--- src/sv/weighted_histogram_profile_macros.svh ---
// assertion macros shared by the weighted histogram rtl
`ifndef WEIGHTED_HISTOGRAM_PROFILE_MACROS_SVH
`define WEIGHTED_HISTOGRAM_PROFILE_MACROS_SVH

// same-cycle implication, checked on clk, quiet during reset
`define WHP_AST_IMP(lbl, ante, cons) \
	lbl: assert property (@(posedge clk) disable iff (!arst_n) (ante) |-> (cons)) \
		else $error("whp check failed");

// next-cycle implication
`define WHP_AST_NXT(lbl, ante, cons) \
	lbl: assert property (@(posedge clk) disable iff (!arst_n) (ante) |=> (cons)) \
		else $error("whp check failed");

`endif

--- src/sv/whp_pkg.sv ---
// shared types, constants and helpers of the weighted histogram
`default_nettype none
package whp_pkg;

	localparam int MAX_BINS = 256;
	localparam int BIN_W    = (MAX_BINS > 1) ? $clog2(MAX_BINS) : 1;
	localparam int NB_W     = $clog2(MAX_BINS + 1);
	localparam int PROD_W   = 33 + NB_W;

	typedef enum logic [1:0] {
		MODE_FILL_VAL = 2'd0,
		MODE_FILL_IDX = 2'd1,
		MODE_CLEAR    = 2'd2,
		MODE_READ     = 2'd3
	} mode_t;

	localparam logic [1:0] CFG_X_MIN     = 2'd0;
	localparam logic [1:0] CFG_X_MAX     = 2'd1;
	localparam logic [1:0] CFG_BIN_COUNT = 2'd2;

	localparam logic [1:0] STAT_OK   = 2'd0;
	localparam logic [1:0] STAT_MISS = 2'd1;
	localparam logic [1:0] STAT_FEW  = 2'd2;

	typedef enum logic {
		OP_DIV  = 1'b0,
		OP_SQRT = 1'b1
	} iter_op_t;

	typedef struct packed {
		logic        start;
		iter_op_t    op;
		logic [63:0] a;
		logic [32:0] b;
	} iter_req_t;

	typedef struct packed {
		logic        busy;
		logic        done;
		logic [63:0] q;
	} iter_rsp_t;

	typedef struct packed {
		logic [31:0] cnt;
		logic [63:0] sq;
		logic [47:0] sum;
	} bin_rec_t;

	localparam int REC_W = $bits(bin_rec_t);

	// bin count in use: zero acts as one, clamp at the store depth
	function automatic logic [NB_W-1:0] bins_used(input logic [8:0] bc);
		logic [NB_W-1:0] r;
		if (bc == 9'd0) begin
			r = NB_W'(1);
		end else if (32'(bc) > MAX_BINS) begin
			r = NB_W'(MAX_BINS);
		end else begin
			r = NB_W'(bc);
		end
		return r;
	endfunction

endpackage
`default_nettype wire

--- src/sv/whp_iter.sv ---
// shared bit-serial divide and square root unit
`default_nettype none
module whp_iter (
	input  logic                clk,
	input  logic                arst_n,
	input  whp_pkg::iter_req_t  req,
	output whp_pkg::iter_rsp_t  rsp
);
	import whp_pkg::*;

	logic        busy_q;
	logic        done_q;
	iter_op_t    op_q;
	logic [63:0] acc_q;
	logic [35:0] rem_q;
	logic [63:0] quo_q;
	logic [32:0] div_q;
	logic [6:0]  cnt_q;

	logic [35:0] t;
	logic [35:0] trial;
	logic        ge;
	logic [35:0] rem_n;
	logic [63:0] acc_n;

	always_comb begin
		if (op_q == OP_DIV) begin
			t     = {rem_q[34:0], acc_q[63]};
			trial = {3'b000, div_q};
			acc_n = {acc_q[62:0], 1'b0};
		end else begin
			// restoring root: trial is 4*root + 1
			t     = {rem_q[33:0], acc_q[63:62]};
			trial = {quo_q[33:0], 2'b01};
			acc_n = {acc_q[61:0], 2'b00};
		end
		ge    = (t >= trial);
		rem_n = ge ? (t - trial) : t;
	end

	always_ff @(posedge clk or negedge arst_n) begin
		if (!arst_n) begin
			busy_q <= 1'b0;
			done_q <= 1'b0;
		end else begin
			done_q <= 1'b0;
			if (req.start) begin
				busy_q <= 1'b1;
			end else if (busy_q && cnt_q == 7'd1) begin
				busy_q <= 1'b0;
				done_q <= 1'b1;
			end
		end
	end

	always_ff @(posedge clk) begin
		if (req.start) begin
			op_q  <= req.op;
			acc_q <= req.a;
			div_q <= req.b;
			rem_q <= '0;
			quo_q <= '0;
			cnt_q <= (req.op == OP_DIV) ? 7'd64 : 7'd32;
		end else if (busy_q) begin
			acc_q <= acc_n;
			rem_q <= rem_n;
			quo_q <= {quo_q[62:0], ge};
			cnt_q <= cnt_q - 7'd1;
		end
	end

	assign rsp.busy = busy_q;
	assign rsp.done = done_q;
	assign rsp.q    = quo_q;
endmodule
`default_nettype wire

--- config.mk ---
export PLATFORM = sky130hd
export DESIGN_NAME = whp_iter
export DESIGN_NICKNAME = d
export VERILOG_FILES = /design/src/sv/weighted_histogram_profile_macros.svh /design/src/sv/whp_pkg.sv /design/src/sv/whp_iter.sv
export SDC_FILE = /design/constraint.sdc
export NUM_CORES = 1
export LEC_CHECK = 0
export BUFFER_PORTS_ARGS = -buffer_cell sky130_fd_sc_hd__buf_2
export CAP_MARGIN = 25
export CELL_PAD_IN_SITES_DETAIL_PLACEMENT = 1
export CELL_PAD_IN_SITES_GLOBAL_PLACEMENT = 1
export CORE_MARGIN = 1.5
export CORE_UTILIZATION = 42
export CTS_BUF_LIST = sky130_fd_sc_hd__clkbuf_4 sky130_fd_sc_hd__clkbuf_8
export DETAILED_ROUTE_END_ITERATION = 10
export GPL_TIMING_DRIVEN = 0
export HOLD_SLACK_MARGIN = 0.06
export PLACE_DENSITY = 0.85
export SYNTH_ARGS = -nofsm -noshare
export SYNTH_HDL_FRONTEND = slang
export SYNTH_SLANG_ARGS = --single-unit
--- constraint.sdc ---
create_clock -name clk -period 4.2 [get_ports clk]
set_input_delay 0.84 -clock clk [delete_from_list [all_inputs] [get_ports clk]]
set_output_delay 0.84 -clock clk [all_outputs]
set_load 0.01 [all_outputs]
==> Yosys cells after proc, flatten, opt, wreduce, memory -nomap -nowiden <==
Index checks and enable logic that the tools add are counted.
{ "word_totals": {"regBits": 206, "in_bits": 101, "out_inout_bits": 66, "word_cells": 28} }
{ "op_classes": {"addsub": 2, "order_cmp": 1, "n_eq_ne": 1, "mux": 13, "reduce_logical": 3} }
{ "ops": {"columns": ["operator", "count"], "rows": [
  ["2-to-1 mux 64 bit", 3],
  ["2-to-1 mux 36 bit", 2],
  ["greater-or-equal comparator 36 bit", 1],
  ["2-to-1 mux 35 bit", 1],
  ["subtractor 35 bit", 1],
  ["2-to-1 mux 7 bit", 3],
  ["== test 7 x 1 -> 1 bit (second input constant)", 1],
  ["subtractor 7 x 1 -> 7 bit (second input constant)", 1],
  ["2-to-1 mux 1 bit", 4],
  ["nonzero test 2 bit", 2],
  ["logical AND 1 bit", 1]
]} }

==> Logic depth before layout (Yosys ltp) <==
{ "depth": {"word_depth": 4, "ltp_mapped": 17} }

==> Least setup slack after synthesis <==
Ideal clock, no wire load.
{ "synth_timing": {"path_type": "flip-flop to flip-flop", "from": "register op_q", "to": "register rem_q[10]", "setup_time_ns": 0.137, "arrival_time_ns": 3.843, "setup_slack_ns": 0.219, "path_stages_with_launch": 18, "path_buffers": 4, "path_cell_list": "edfxtp_1 > clkbuf_1 > clkbuf_1 > clkbuf_1 > or2_2 > ha_1 > inv_1 > fa_1 > a211oi_1 > o211ai_1 > nand3b_1 > nand2_1 > a211oi_2 > a21oi_4 > nor2_4 > buf_2 > mux2i_1 > a211oi_1"} }
{ "synth_between": {"elab_chain_cells": 3, "word_cells_on_any_way": 5} }
{ "synth_lines": {"columns": ["element", "line", "text"], "rows": [
  ["start: declaration", "whp_iter.sv:13", "iter_op_t op_q;"],
  ["start signal: assignment", "whp_iter.sv:58", "op_q <= req.op;"],
  ["2-to-1 mux 36 bit", "whp_iter.sv:27", "if (op_q == OP_DIV) begin"],
  ["subtractor 35 bit or greater-or-equal comparator 36 bit (tied branches)", "whp_iter.sv:38, whp_iter.sv:37", null],
  ["2-to-1 mux 35 bit (*)", "whp_iter.sv:38", "rem_n = ge ? (t - trial) : t;"],
  ["end signal: assignment", "whp_iter.sv:66", "rem_q <= rem_n;"],
  ["end: declaration", "whp_iter.sv:15", "logic [35:0] rem_q;"]
]} }
Every way passes the cells marked *; elsewhere a longest branch is shown, timed or not.
A chain may end at the register's enable or synchronous reset.

==> Worst setup path after layout <==
{ "layout_timing": {"from": "register op_q", "to": "register rem_q[33]"} }
Same word-level chain as after synthesis.

==> reports/qor.txt <==
Clock Pin Slew Worst Setup and Hold Paths: 0.06 ns
DIE AREA: 27,500 µm²
Max-Cap Viols: 0
Period minus WS final: 4.07 ns
Area growth from synthesis to layout: 19.6%
Cts bufs inserted: 38
Total track usage: 0.240
WL/cell: 20.4 µm
Fin. max-slew vios: 0
I/O pins: 167
Combinational power share: 0.417
Seq/Total Area, Yosys: 0.465
Commonest non-fill, non-tap cell in the layout: mux2i_1
#FFs+latches synth: 206
WL final: 33,600 µm
Avg Cell Area, Syn: 10.4 µm²
Outcome: complete, no violations
Antenna violations before repair: 3
Final Util: 0.512
Worst Tran Pin Value: 0.961 ns
Req. time, crit path: 4.67 ns
Final hold slack: 0.467 ns
Largest net degree at the start of global routing: 72
Gpl congestion: 0.923
Vias in the first global route: 9,966
Clock Power Share: 0.258
First-pass GRT wire length: 53,200 µm
Clk buf depth: 3
Vias per inst: 5.57
Leak Pwr: 6.27 nW
Syn Nets: 1,211
Max VDD drop: 0.250 mV
Synthesized area: 11,200 µm²
CTS H-tree depth: 2
Post-synth top flop: edfxtp_1
Routed Antenna Nets: 0
Port bufs: 166
DRT iter0 DRCs: 503
Pwr dens: 605 nW/µm²
TritonCTS clock tree: done
Nets: 1,423
Number of synthesized flops with an enable pin: 105
Clk_skew: 0.0162 ns
Commonest cells after routing, fill and taps aside: mux2i_1, buf_2, nor2_1, edfxtp_1, dfxtp_1
Chip height: 166 µm
Fin crit share: 0.968
Setup crit start kind: register
Clock Latency Late Sink: 0.55 ns
Final hold vios: 0
Fmax achieved: 246 MHz
Clock root buffer: clkbuf_8
Ys Warns: 0
Worst relative slew slack: 0.359
DR pass1 iterations: 5
Critical path origin: op_q$_DFFE_PP_
Global route total overflow: 0
DR vias: 9,190
Crit path kind: register to register
Psw: 2.96 mW
Hold Startpoint: req[9]
Critical Path AT: 4.53 ns
Internal: 5.12 mW
Async SR Flop Fraction: 0.00971
CP max FO: 10
Final WS setup: 0.133 ns
Row cnt: 59
CTS Sinks: 206
Net Sw Frac: 0.366
Starting Density: 0.428
Hold Crit Class: input pin to register
Place WS: -1.25 ns
Sequential Power Share: 0.325
Count of different cell masters after synthesis: 74
Final setup vio count: 0
RSZ-0062 raised after global routing: false
Post-Synthesis Cells: 1,071
Die width: 166 µm
Setup crit end kind: register
Worst R2R Start: op_q$_DFFE_PP_
Share of cells above drive strength 1: 0.239
HPWL Detailed: 23,900 µm
Core ar.: 26,100 µm²
Drt drc: 0
power groups by stage:
stage / Sequential, mW / Combinational (mW) / Clock (mW)
final: 2.62 / 3.37 / 2.08
after global routing: 2.65 / 3.67 / 2.21
after CTS: 2.62 / 3.31 / 2.12
after detailed placement: 2.65 / 3.19 / 0
after global placement: 2.63 / 3.09 / 0
after floorplan: 2.58 / 2.46 / 0
synth_stat cells (11+ instances only):
cell	instances	area share
mux2i_1	179	0.16
nor2_1	113	0.038
edfxtp_1	105	0.28
dfxtp_1	99	0.18
nand2_1	98	0.033
o21ai_0	77	0.035
clkbuf_1	42	0.014
ha_1	38	0.043
a21oi_1	36	0.016
mux2_2	35	0.035
a211oi_1	23	0.015
xnor2_1	23	0.018
nand3_1	16	0.0072
buf_1	13	0.0044
inv_1	12	0.0040
xor2_1	11	0.0086
layout make-up:
type                       instances  area [µm²]
fill                            2946       12700
clock inverter                     6        61.3
inverter                          12        47.5
tap                              335         419
timing repair buffer             173         886
sequential                       206        5180
clock buffer                      64         756
multi-input combinational        786        5620
buffer                            66         360
antenna                            1        2.50
layer usage:
metal / vias up / track usage / wire (µm)
li1: 4352 / - / -
met1: 4547 / 0.302 / 14800
met2: 207 / 0.409 / 16300
met3: 80 / 0.0477 / 1560
met4: 4 / 0.0834 / 928
met5: - / 0 / 18
cell families (layout without fill, tap and decap cells):
group,after synthesis,in the layout,share of synthesized area
other cells,0,1,0
xor+xnor,34,34,0.0267
flops,206,206,0.465
fa+ha+maj,39,39,0.0444
compound gates,213,213,0.121
simple gates,286,286,0.114
buf+inv,79,321,0.0329
mux,214,214,0.196
repair_timing:
item	4_1_cts	5_1_grt
endpoints found under the setup margin	36	36
setup buffers	5	1
hold endpoints to repair	2	0
gates resized for setup	20	10
gates cloned	0	0
hold buffers	1	0
pin swaps	2	3
through the flow:
stage	setup TNS [ns]	power (mW)	instances	cell area, µm²
2_1_floorplan	0	5.04	1071	11200
3_3_place_gp	-143.58	5.73	1572	12400
3_5_place_dp	-56.34	5.84	1572	12400
4_1_cts	0	8.05	1647	13300
5_1_grt	0	8.52	1649	13300
6_report	0	8.07	1649	13300
final timing paths:
kind | slack, ns | endpoint | depth (start not counted)
max in group asynchronous | 3.45 | busy_q$_DFFE_PN0P_ | 2
min in group asynchronous | 0.66 | done_q$_DFF_PN0_ | 2
min reg2reg | 0.49 | rem_q[1]$_SDFFE_PP0P_ | 2
max reg2reg | 0.13 | rem_q[33]$_SDFFE_PP0P_ | 13
max | 0.13 | rem_q[33]$_SDFFE_PP0P_ | 13
min | 0.47 | div_q[9]$_DFFE_PP_ | 1
critical path, stage by stage, from the launching register on:
cell	delay, ns
edfxtp_1	0.39
clkbuf_2	0.31
clkbuf_4	0.34
mux2i_1	0.31
ha_1	0.28
nand3_2	0.13
a21oi_2	0.16
a211oi_2	0.11
o31a_1	0.33
a311o_2	0.44
o41a_1	0.51
o21a_1	0.20
o311a_1	0.34
o21ai_1	0.13
flip-flops by register name, indices dropped and copies added (netlist names):
| register | flops |
|---|---|
| quo_q | 64 |
| cnt_q | 7 |
| rem_q | 35 |
| done_q | 1 |
| busy_q | 1 |
| op_q | 1 |
| div_q | 33 |
| acc_q | 64 |
(Power assumes the default switching activity.)
