[config.mk]
export PLATFORM = sky130hd
export DESIGN_NAME = whp_ram
export DESIGN_NICKNAME = d
export VERILOG_FILES = /design/src/sv/weighted_histogram_profile_macros.svh /design/src/sv/whp_ram.sv
export SDC_FILE = /design/constraint.sdc
export NUM_CORES = 1
export LEC_CHECK = 0
export BUFFER_PORTS_ARGS = -buffer_cell sky130_fd_sc_hd__buf_4
export CAP_MARGIN = 20
export CORE_AREA = 2 2 112 114
export CTS_CLUSTER_SIZE = 24
export DETAILED_ROUTE_END_ITERATION = 12
export DIE_AREA = 0 0 114 116
export GPL_TIMING_DRIVEN = 0
export PLACE_DENSITY = 0.64
export RECOVER_POWER = 100
export SYNTH_ARGS = -nofsm -noshare
export SYNTH_HDL_FRONTEND = slang
export SYNTH_SLANG_ARGS = --single-unit
[constraint.sdc]
create_clock -name clk -period 2.2 [get_ports clk]
set_input_delay 0.33 -clock clk [delete_from_list [all_inputs] [get_ports clk]]
set_output_delay 0.33 -clock clk [all_outputs]
set_load 0.03 [all_outputs]
[src/sv/weighted_histogram_profile_macros.svh]
// assertion macros shared by the weighted histogram rtl
`ifndef WEIGHTED_HISTOGRAM_PROFILE_MACROS_SVH
`define WEIGHTED_HISTOGRAM_PROFILE_MACROS_SVH

// same-cycle implication, checked on clk, quiet during reset
`define WHP_AST_IMP(lbl, ante, cons) \
	lbl: assert property (@(posedge clk) disable iff (!arst_n) (ante) |-> (cons)) \
		else $error("whp check failed");

// next-cycle implication
`define WHP_AST_NXT(lbl, ante, cons) \
	lbl: assert property (@(posedge clk) disable iff (!arst_n) (ante) |=> (cons)) \
		else $error("whp check failed");

`endif

[src/sv/whp_ram.sv]
// generic single-write, single-read ram with registered read data
`default_nettype none
module whp_ram #(
	parameter int WIDTH = 8,
	parameter int DEPTH = 16
) (
	input  logic                             clk,
	input  logic                             we,
	input  logic [$clog2(DEPTH)-1:0]         waddr,
	input  logic [WIDTH-1:0]                 wdata,
	input  logic [$clog2(DEPTH)-1:0]         raddr,
	output logic [WIDTH-1:0]                 rdata
);
	logic [WIDTH-1:0] mem_q [DEPTH];

	always_ff @(posedge clk) begin
		if (we) begin
			mem_q[waddr] <= wdata;
		end
		rdata <= mem_q[raddr];
	end
endmodule
`default_nettype wire

### Word level (Yosys, flattened, before mapping)

Memory sizes are Yosys's and may differ from the RTL's. A register that Yosys moved wholly into a read port is not among the register bits.
Cells that the tools add are included.

| cells by class | value |
|---|---|
| add/sub/neg operators | 0 |
| multipliers | 0 |
| div/mod/pow operators | 0 |
| $lt $le $gt $ge | 0 |
| equal/unequal tests | 0 |
| shift-type cells | 0 |
| mux-type cells | 2 |
| bitwise operators | 0 |
| reductions and logical operators | 0 |

Operator list:

| kind | number |
|---|---|
| 1-bit 2-to-1 mux | 2 |

| word-level totals | value |
|---|---|
| register bits | 0 |
| latch bits | 0 |
| RAM bits | 128 |
| bits in read-only memories | 0 |
| output and inout port bits | 8 |
| logic and storage cells | 3 |
| memories | 1 |

Memory list:

| memory | depth | width | rd ports | clocked after memory_dff | write ports | RTL line | RTL |
|---|---|---|---|---|---|---|---|
| mem_q | 16 | 8 | 1 | 1 | 1 | whp_ram.sv:14 | `logic [WIDTH-1:0] mem_q [DEPTH];` |

### Longest topological paths before layout

Gate-level depths: netlist of run 1.

| depth | value |
|---|---|
| word-level depth | 2 |
| mapped depth | 5 |
| depth with buffers taken out | 3 |

### Worst setup path after synthesis of run 1

OpenSTA, ideal clock, no wires.

| timing path | value |
|---|---|
| path type | input to register |
| from | input port waddr[2] |
| to | memory mem_q[0][0], enable pin |
| setup time | 383 ps |
| arrival | 1,440 ps |
| slack | 377 ps |
| stages on the path | 2 |
| buffers on the path | 0 |
| cells stage by stage | or3b_2 -> nor3_1 |

RTL lines:

| element | RTL line | RTL |
|---|---|---|
| start, declared | whp_ram.sv:9 | `input logic [$clog2(DEPTH)-1:0] waddr,` |
| end, declared | whp_ram.sv:14 |  |

No word-level cell before the write port.

### Worst setup path after layout of run 1

| timing path | value |
|---|---|
| from | input port we |
| to | memory mem_q[0][6], enable pin |

| between the ends | value |
|---|---|
| longest elaborated chain between the ends | 2 |

Ends and longest elaborated chain:

| element | RTL line | RTL |
|---|---|---|
| start, declared | whp_ram.sv:8 | `input logic we,` |
| 1-bit 2-to-1 mux | whp_ram.sv:17 | `if (we) begin` |
| 1-bit 2-to-1 mux (not written as such) | whp_ram.sv:18 | `mem_q[waddr] <= wdata;` |

No other way between the ends.

==> run metrics, run 1 <==
final worst path period share 0.8363; Worst-Margin Slew 0.8864 ns; static leakage 2.003 nW; Synth top area share 0.7467; core area 11,910 um2; fin cells 435; DR vias 2,372; Storage cell area 4004 um2; Pwr per Cell Area 1016 nW/um2; Post CTS Setup Buffer Count 0; count leader, synth edfxtp_1; deepest clock path buffer count 2; Hold Crit Class in2reg; Clock Latency Late Sink 0.41 ns; most frequent cells after synthesis edfxtp_1, mux4_2, a22oi_1, mux4_1, nor2_1; total number of yosys warnings 0; root buf cell clkbuf_16; Max IR drop VDD 749.3 uV; GRT Total Usage 0.1645; Port Buffer Count 24; clock slew at reported path FFs 0.05 ns; Ports 26; # Max-Cap Violations 0; CTS tree yes; Distinct cells, synth 19; Syn Std Cell Area 5147 um2; Site Rows 40; Fmax achieved 543.5 MHz; asr flop ratio synth 0; routed vias/inst 5.453; Post-synth EDFFs 128; GPL Wtd Cong 0.8062; first-pass GRT wire length 14,570 um; Area Growth Syn to Fin 18.06%; unrepaired setup endpoints after global routing no; syn_area_per_cell 22.48 um2; status completed; CP Launch Type input port; WL met1 4274 um; Placed Instances 404; Seq/Total Area, Yosys 0.7778; post-detail-place hpwl 6344 um; GRT overflow 0; post-route ant nets 0; DR iter-0 viols 160; Synth Instances 229; drt drc 0; synthesized flop and latch total 136; CP Class in2reg; die area 13,220 um2; drt pass-1 iters 4; Slew Viols, Final 0; Avg WL per Cell 22.91 um; Crit path required time 2.29 ns; CTS Buf Count 17; ant diodes 0; CP arrival 1.93 ns; Synth Flop Type edfxtp_1; hold_buf cts 0; WL met3 673 um; uppermost layer routed met4; Die Y 116 um; Rel. slew slack 0.4069; WHS 0.3323 ns; fin nets 294; Crit Path Max Fanout 5; top cells by area, synth edfxtp_1, mux4_2, mux4_1; post-CTS sizing 0; CP Capture Type flop; initial antenna violation count 0; CTS H-Tree Depth 4; number of global-route vias before repair 2,436; clk_skew 0.003423 ns; Fin. Hold Viols 0; R2R Setup Slk 0.69 ns; clk sinks 136; share of layout cells above drive strength 1 0.2153; Initial Utilization 0.4321; dominant cell type by area after synthesis edfxtp_1; clock period minus worst slack 1.840 ns; Mapped Nets 247; largest net degree at the start of global routing 17; fillcell total 975; die width 114 um; Multi-input gate area 1057 um2; Post-Route WL 9965 um; final setup fails 0; WL met2 4909 um
==> sequential cells by signal, summed over array words and instances, names as in the netlist <==
register / flops
rdata: 8
mem_q: 128
==> worst paths after layout <==
| check | cells past startpoint | endpoint | start |
|---|---|---|---|
| worst max-delay path | 4 | mem_q[0][6] | we |
| worst min-delay path | 2 | mem_q[8][0] | waddr[0] |
| worst max register to register | 3 | rdata[1] | mem_q[1][1] |
| worst min register to register | 3 | rdata[2] | mem_q[14][2] |
==> cell families (layout without fill, tap and decap cells) <==
| group | Yosys count | after routing | share of synthesized area |
|---|---|---|---|
| and+or+nand+nor | 35 | 35 | 0.03184 |
| buffers and inverters | 10 | 69 | 0.01677 |
| AOI/OAI and AO/OA | 16 | 16 | 0.02334 |
| muxes | 32 | 32 | 0.1502 |
| DFF | 136 | 136 | 0.7778 |
==> report_power, final <==
group,switching (mW),internal [mW]
clock network,0.971,1.98
registers,0.0130,2.90
logic,0.195,0.112
==> per-stage QoR <==
stage	TNS (ns)	setup slack [ns]	instance area (um2)	utilization	power, mW
after floorplan	0	0.3771	5147	-	3.145
after global placement	-1.240	-0.1552	5512	0.4627	3.287
after detailed placement	0	0.04064	5537	0.4648	3.298
after CTS	0	0.4788	6151	0.5164	6.239
after global routing	0	0.1788	6077	0.5102	6.362
final	0	0.3602	6077	0.5102	6.172
==> layer usage <==
| layer | vias up | global-route usage |
|---|---|---|
| li1 | 1073 | - |
| met5 | - | 0 |
| met3 | 12 | 0.05021 |
| met1 | 1221 | 0.2215 |
| met2 | 66 | 0.2567 |
| met4 | 0 | 0.06098 |
==> worst max-delay path, stage by stage <==
cell and delay (ns):
clkbuf_1 0.19, or3b_2 0.51, nor3_1 0.58, clkbuf_1 0.32
==> cell usage in the layout (no fill, tap or decap) <==
master           Yosys  final
edfxtp_1           128    128
clkbuf_1             0     23
mux4_2              18     18
clkbuf_16            0     17
a22oi_1             16     16
mux4_1              14     14
nor2_1              13     13
nand2_1              9      9
buf_4                1      8
dfxtp_1              8      8
bufinv_16            0      5
nor3_1               4      4
clkinv_2             0      4
buf_6                3      3
buf_2                3      3
clkdlybuf4s25_2      3      3
clkinv_1             0      3
nand3b_1             2      2
nand2b_1             2      2
nor2b_1              1      1
and2_1               1      1
and2b_1              1      1
nand3_1              1      1
or3b_2               1      1
==> final cells by class <==
class,count,share of cell area
plain buffers,10,0.01421
clock buffers,19,0.07124
clock inverters,12,0.02985
multi-input cells,83,0.1740
flip-flops and latches,136,0.6588
well taps,147,0.03027
repair buffers,28,0.02162
No activity file was read; power rests on OpenSTA's default activity.
==> run 2: changes to the inputs <==
clock period = 1.92 ns   (was 2.2 ns; I/O delays follow)
==> run 2 against run 1 <==
  * Global-route usage unchanged
  * Non-clock buffer count unchanged
  * Clock power up 15%
  * Via count up 0.93%
  * Die area unchanged
==> run metrics, run 2 (synthesis results as in run 1) <==
fillcell total 973 (was 975); clk_skew 0.003467 ns (was 0.003423 ns); status completed (unchanged); most frequent cells in the layout edfxtp_1, clkbuf_1, mux4_2 (unchanged); CTS tree yes (unchanged); Fmax achieved 602.0 MHz; static leakage 2.007 nW (was 2.003 nW); clk sinks 136 (unchanged); deepest clock path buffer count 2 (unchanged); share of layout cells above drive strength 1 0.2188 (was 0.2153); GRT Total Usage 0.1645 (unchanged); post-route ant nets 0 (unchanged); die area 13,220 um2 (unchanged); largest net degree at the start of global routing 17 (unchanged); final setup margin 0.2588 ns (was 0.3602 ns); Cell Area, Placed 5537 um2 (unchanged); fin nets 294 (unchanged); post-CTS sizing 0 (unchanged); commonest non-fill, non-tap cell in the layout edfxtp_1 (unchanged); Max IR drop VDD 859.2 uV (was 749.3 uV); drt pass-1 iters 4 (unchanged); DR vias 2,394 (was 2,372); root buf cell clkbuf_16 (unchanged); final setup fails 0 (unchanged); CP Capture Type flop (unchanged); top flop regs mem_q: 128 flops, rdata: 8 flops (unchanged); Crit Path Max Fanout 5 (unchanged); clock slew at reported path FFs 0.05 ns (about the same); Die Y 116 um (unchanged); initial antenna violation count 0 (unchanged); Multi-input gate area 1057 um2 (unchanged); ant diodes 0 (unchanged); Area Growth Syn to Fin 18.13% (was 18.06%); Avg WL per Cell 22.90 um (was 22.91 um); Port Buffer Count 24 (unchanged); die width 114 um (unchanged); CP Launch Type input port (unchanged); Hold Crit Class in2reg (unchanged); Fin. Hold Viols 0 (unchanged); Crit path required time 2.04 ns (was 2.29 ns); GRT overflow 0 (unchanged); hold_buf cts 0 (unchanged); Rel. slew slack 0.3984 (was 0.4069); Slew Viols, Final 0 (unchanged); routed vias/inst 5.503 (was 5.453); Worst-Margin Slew 0.8991 ns (was 0.8864 ns); CTS H-Tree Depth 4 (unchanged); drt drc 0 (unchanged); unrepaired setup endpoints after global routing no (unchanged); Pwr per Cell Area 1163 nW/um2 (was 1016 nW/um2); Storage cell area 4004 um2 (unchanged); Site Rows 40 (unchanged); max reg flops 128 (unchanged); Post CTS Setup Buffer Count 0 (unchanged); Initial Utilization 0.4321 (unchanged); Biggest register mem_q (unchanged); Post-Route WL 9962 um (was 9965 um); first-pass GRT wire length 14,570 um (unchanged); CP arrival 1.78 ns (was 1.93 ns); CP Class in2reg (unchanged); Placement Setup Slack -0.1974 ns (was 0.04064 ns); Ports 26 (unchanged); post-detail-place hpwl 6344 um (unchanged); DR iter-0 viols 190 (was 160); final instance area 6081 um2 (was 6077 um2); Clock Latency Late Sink 0.41 ns (about the same); CTS Buf Count 17 (unchanged); clock period minus worst slack 1.661 ns; setup_tns 0 ns (unchanged); GPL Wtd Cong 0.8062 (unchanged); # Max-Cap Violations 0 (unchanged); final worst path period share 0.8652; number of global-route vias before repair 2,436 (unchanged); core area 11,910 um2 (unchanged)
==> run 2: final timing paths <==
kind	slack, ns	end	start	depth (start not counted)
min reg2reg	0.67	rdata[2]	mem_q[14][2]	3
min	0.29	mem_q[8][0]	waddr[0]	2
max reg2reg	0.42	rdata[0]	mem_q[0][0]	3
max	0.26	mem_q[0][6]	waddr[2]	4
==> run 2: layout make-up <==
| class | instances | share of cell area |
|---|---|---|
| Buffer | 10 | 0.01420 |
| Clock buffer | 19 | 0.07119 |
| Clock inverter | 12 | 0.02984 |
| Multi-Input combinational cell | 83 | 0.1739 |
| Sequential cell | 136 | 0.6584 |
| Tap cell | 147 | 0.03025 |
| Timing Repair Buffer | 28 | 0.02222 |
==> run 2: layer usage <==
metal	vias to the layer above	GRT usage	wire (um)
met4	0	0.06098	102
met1	1239	0.2215	4117
li1	1072	-	-
met5	-	0	0
met2	71	0.2567	4968
met3	12	0.05021	773
==> run 2: power breakdown <==
part	switching [mW]	internal (mW)
Combinational	0.224	0.128
Clock	1.11	2.27
Sequential	0.0150	3.32
==> run 2: critical path, cell delays in order <==
cell,delay (ns)
clkbuf_1,0.13
or3b_2,0.52
nor3_1,0.58
buf_4,0.27
==> run 2: metrics by stage <==
stage	total power, mW	std cells	hold slack (ns)	util
after floorplan	3.603	229	0.3869	-
after global placement	3.766	400	0.6139	0.4627
after detailed placement	3.778	404	0.6304	0.4648
after CTS	7.149	435	0.1957	0.5164
after global routing	7.290	435	0.2726	0.5105
final	7.073	435	0.2894	0.5105
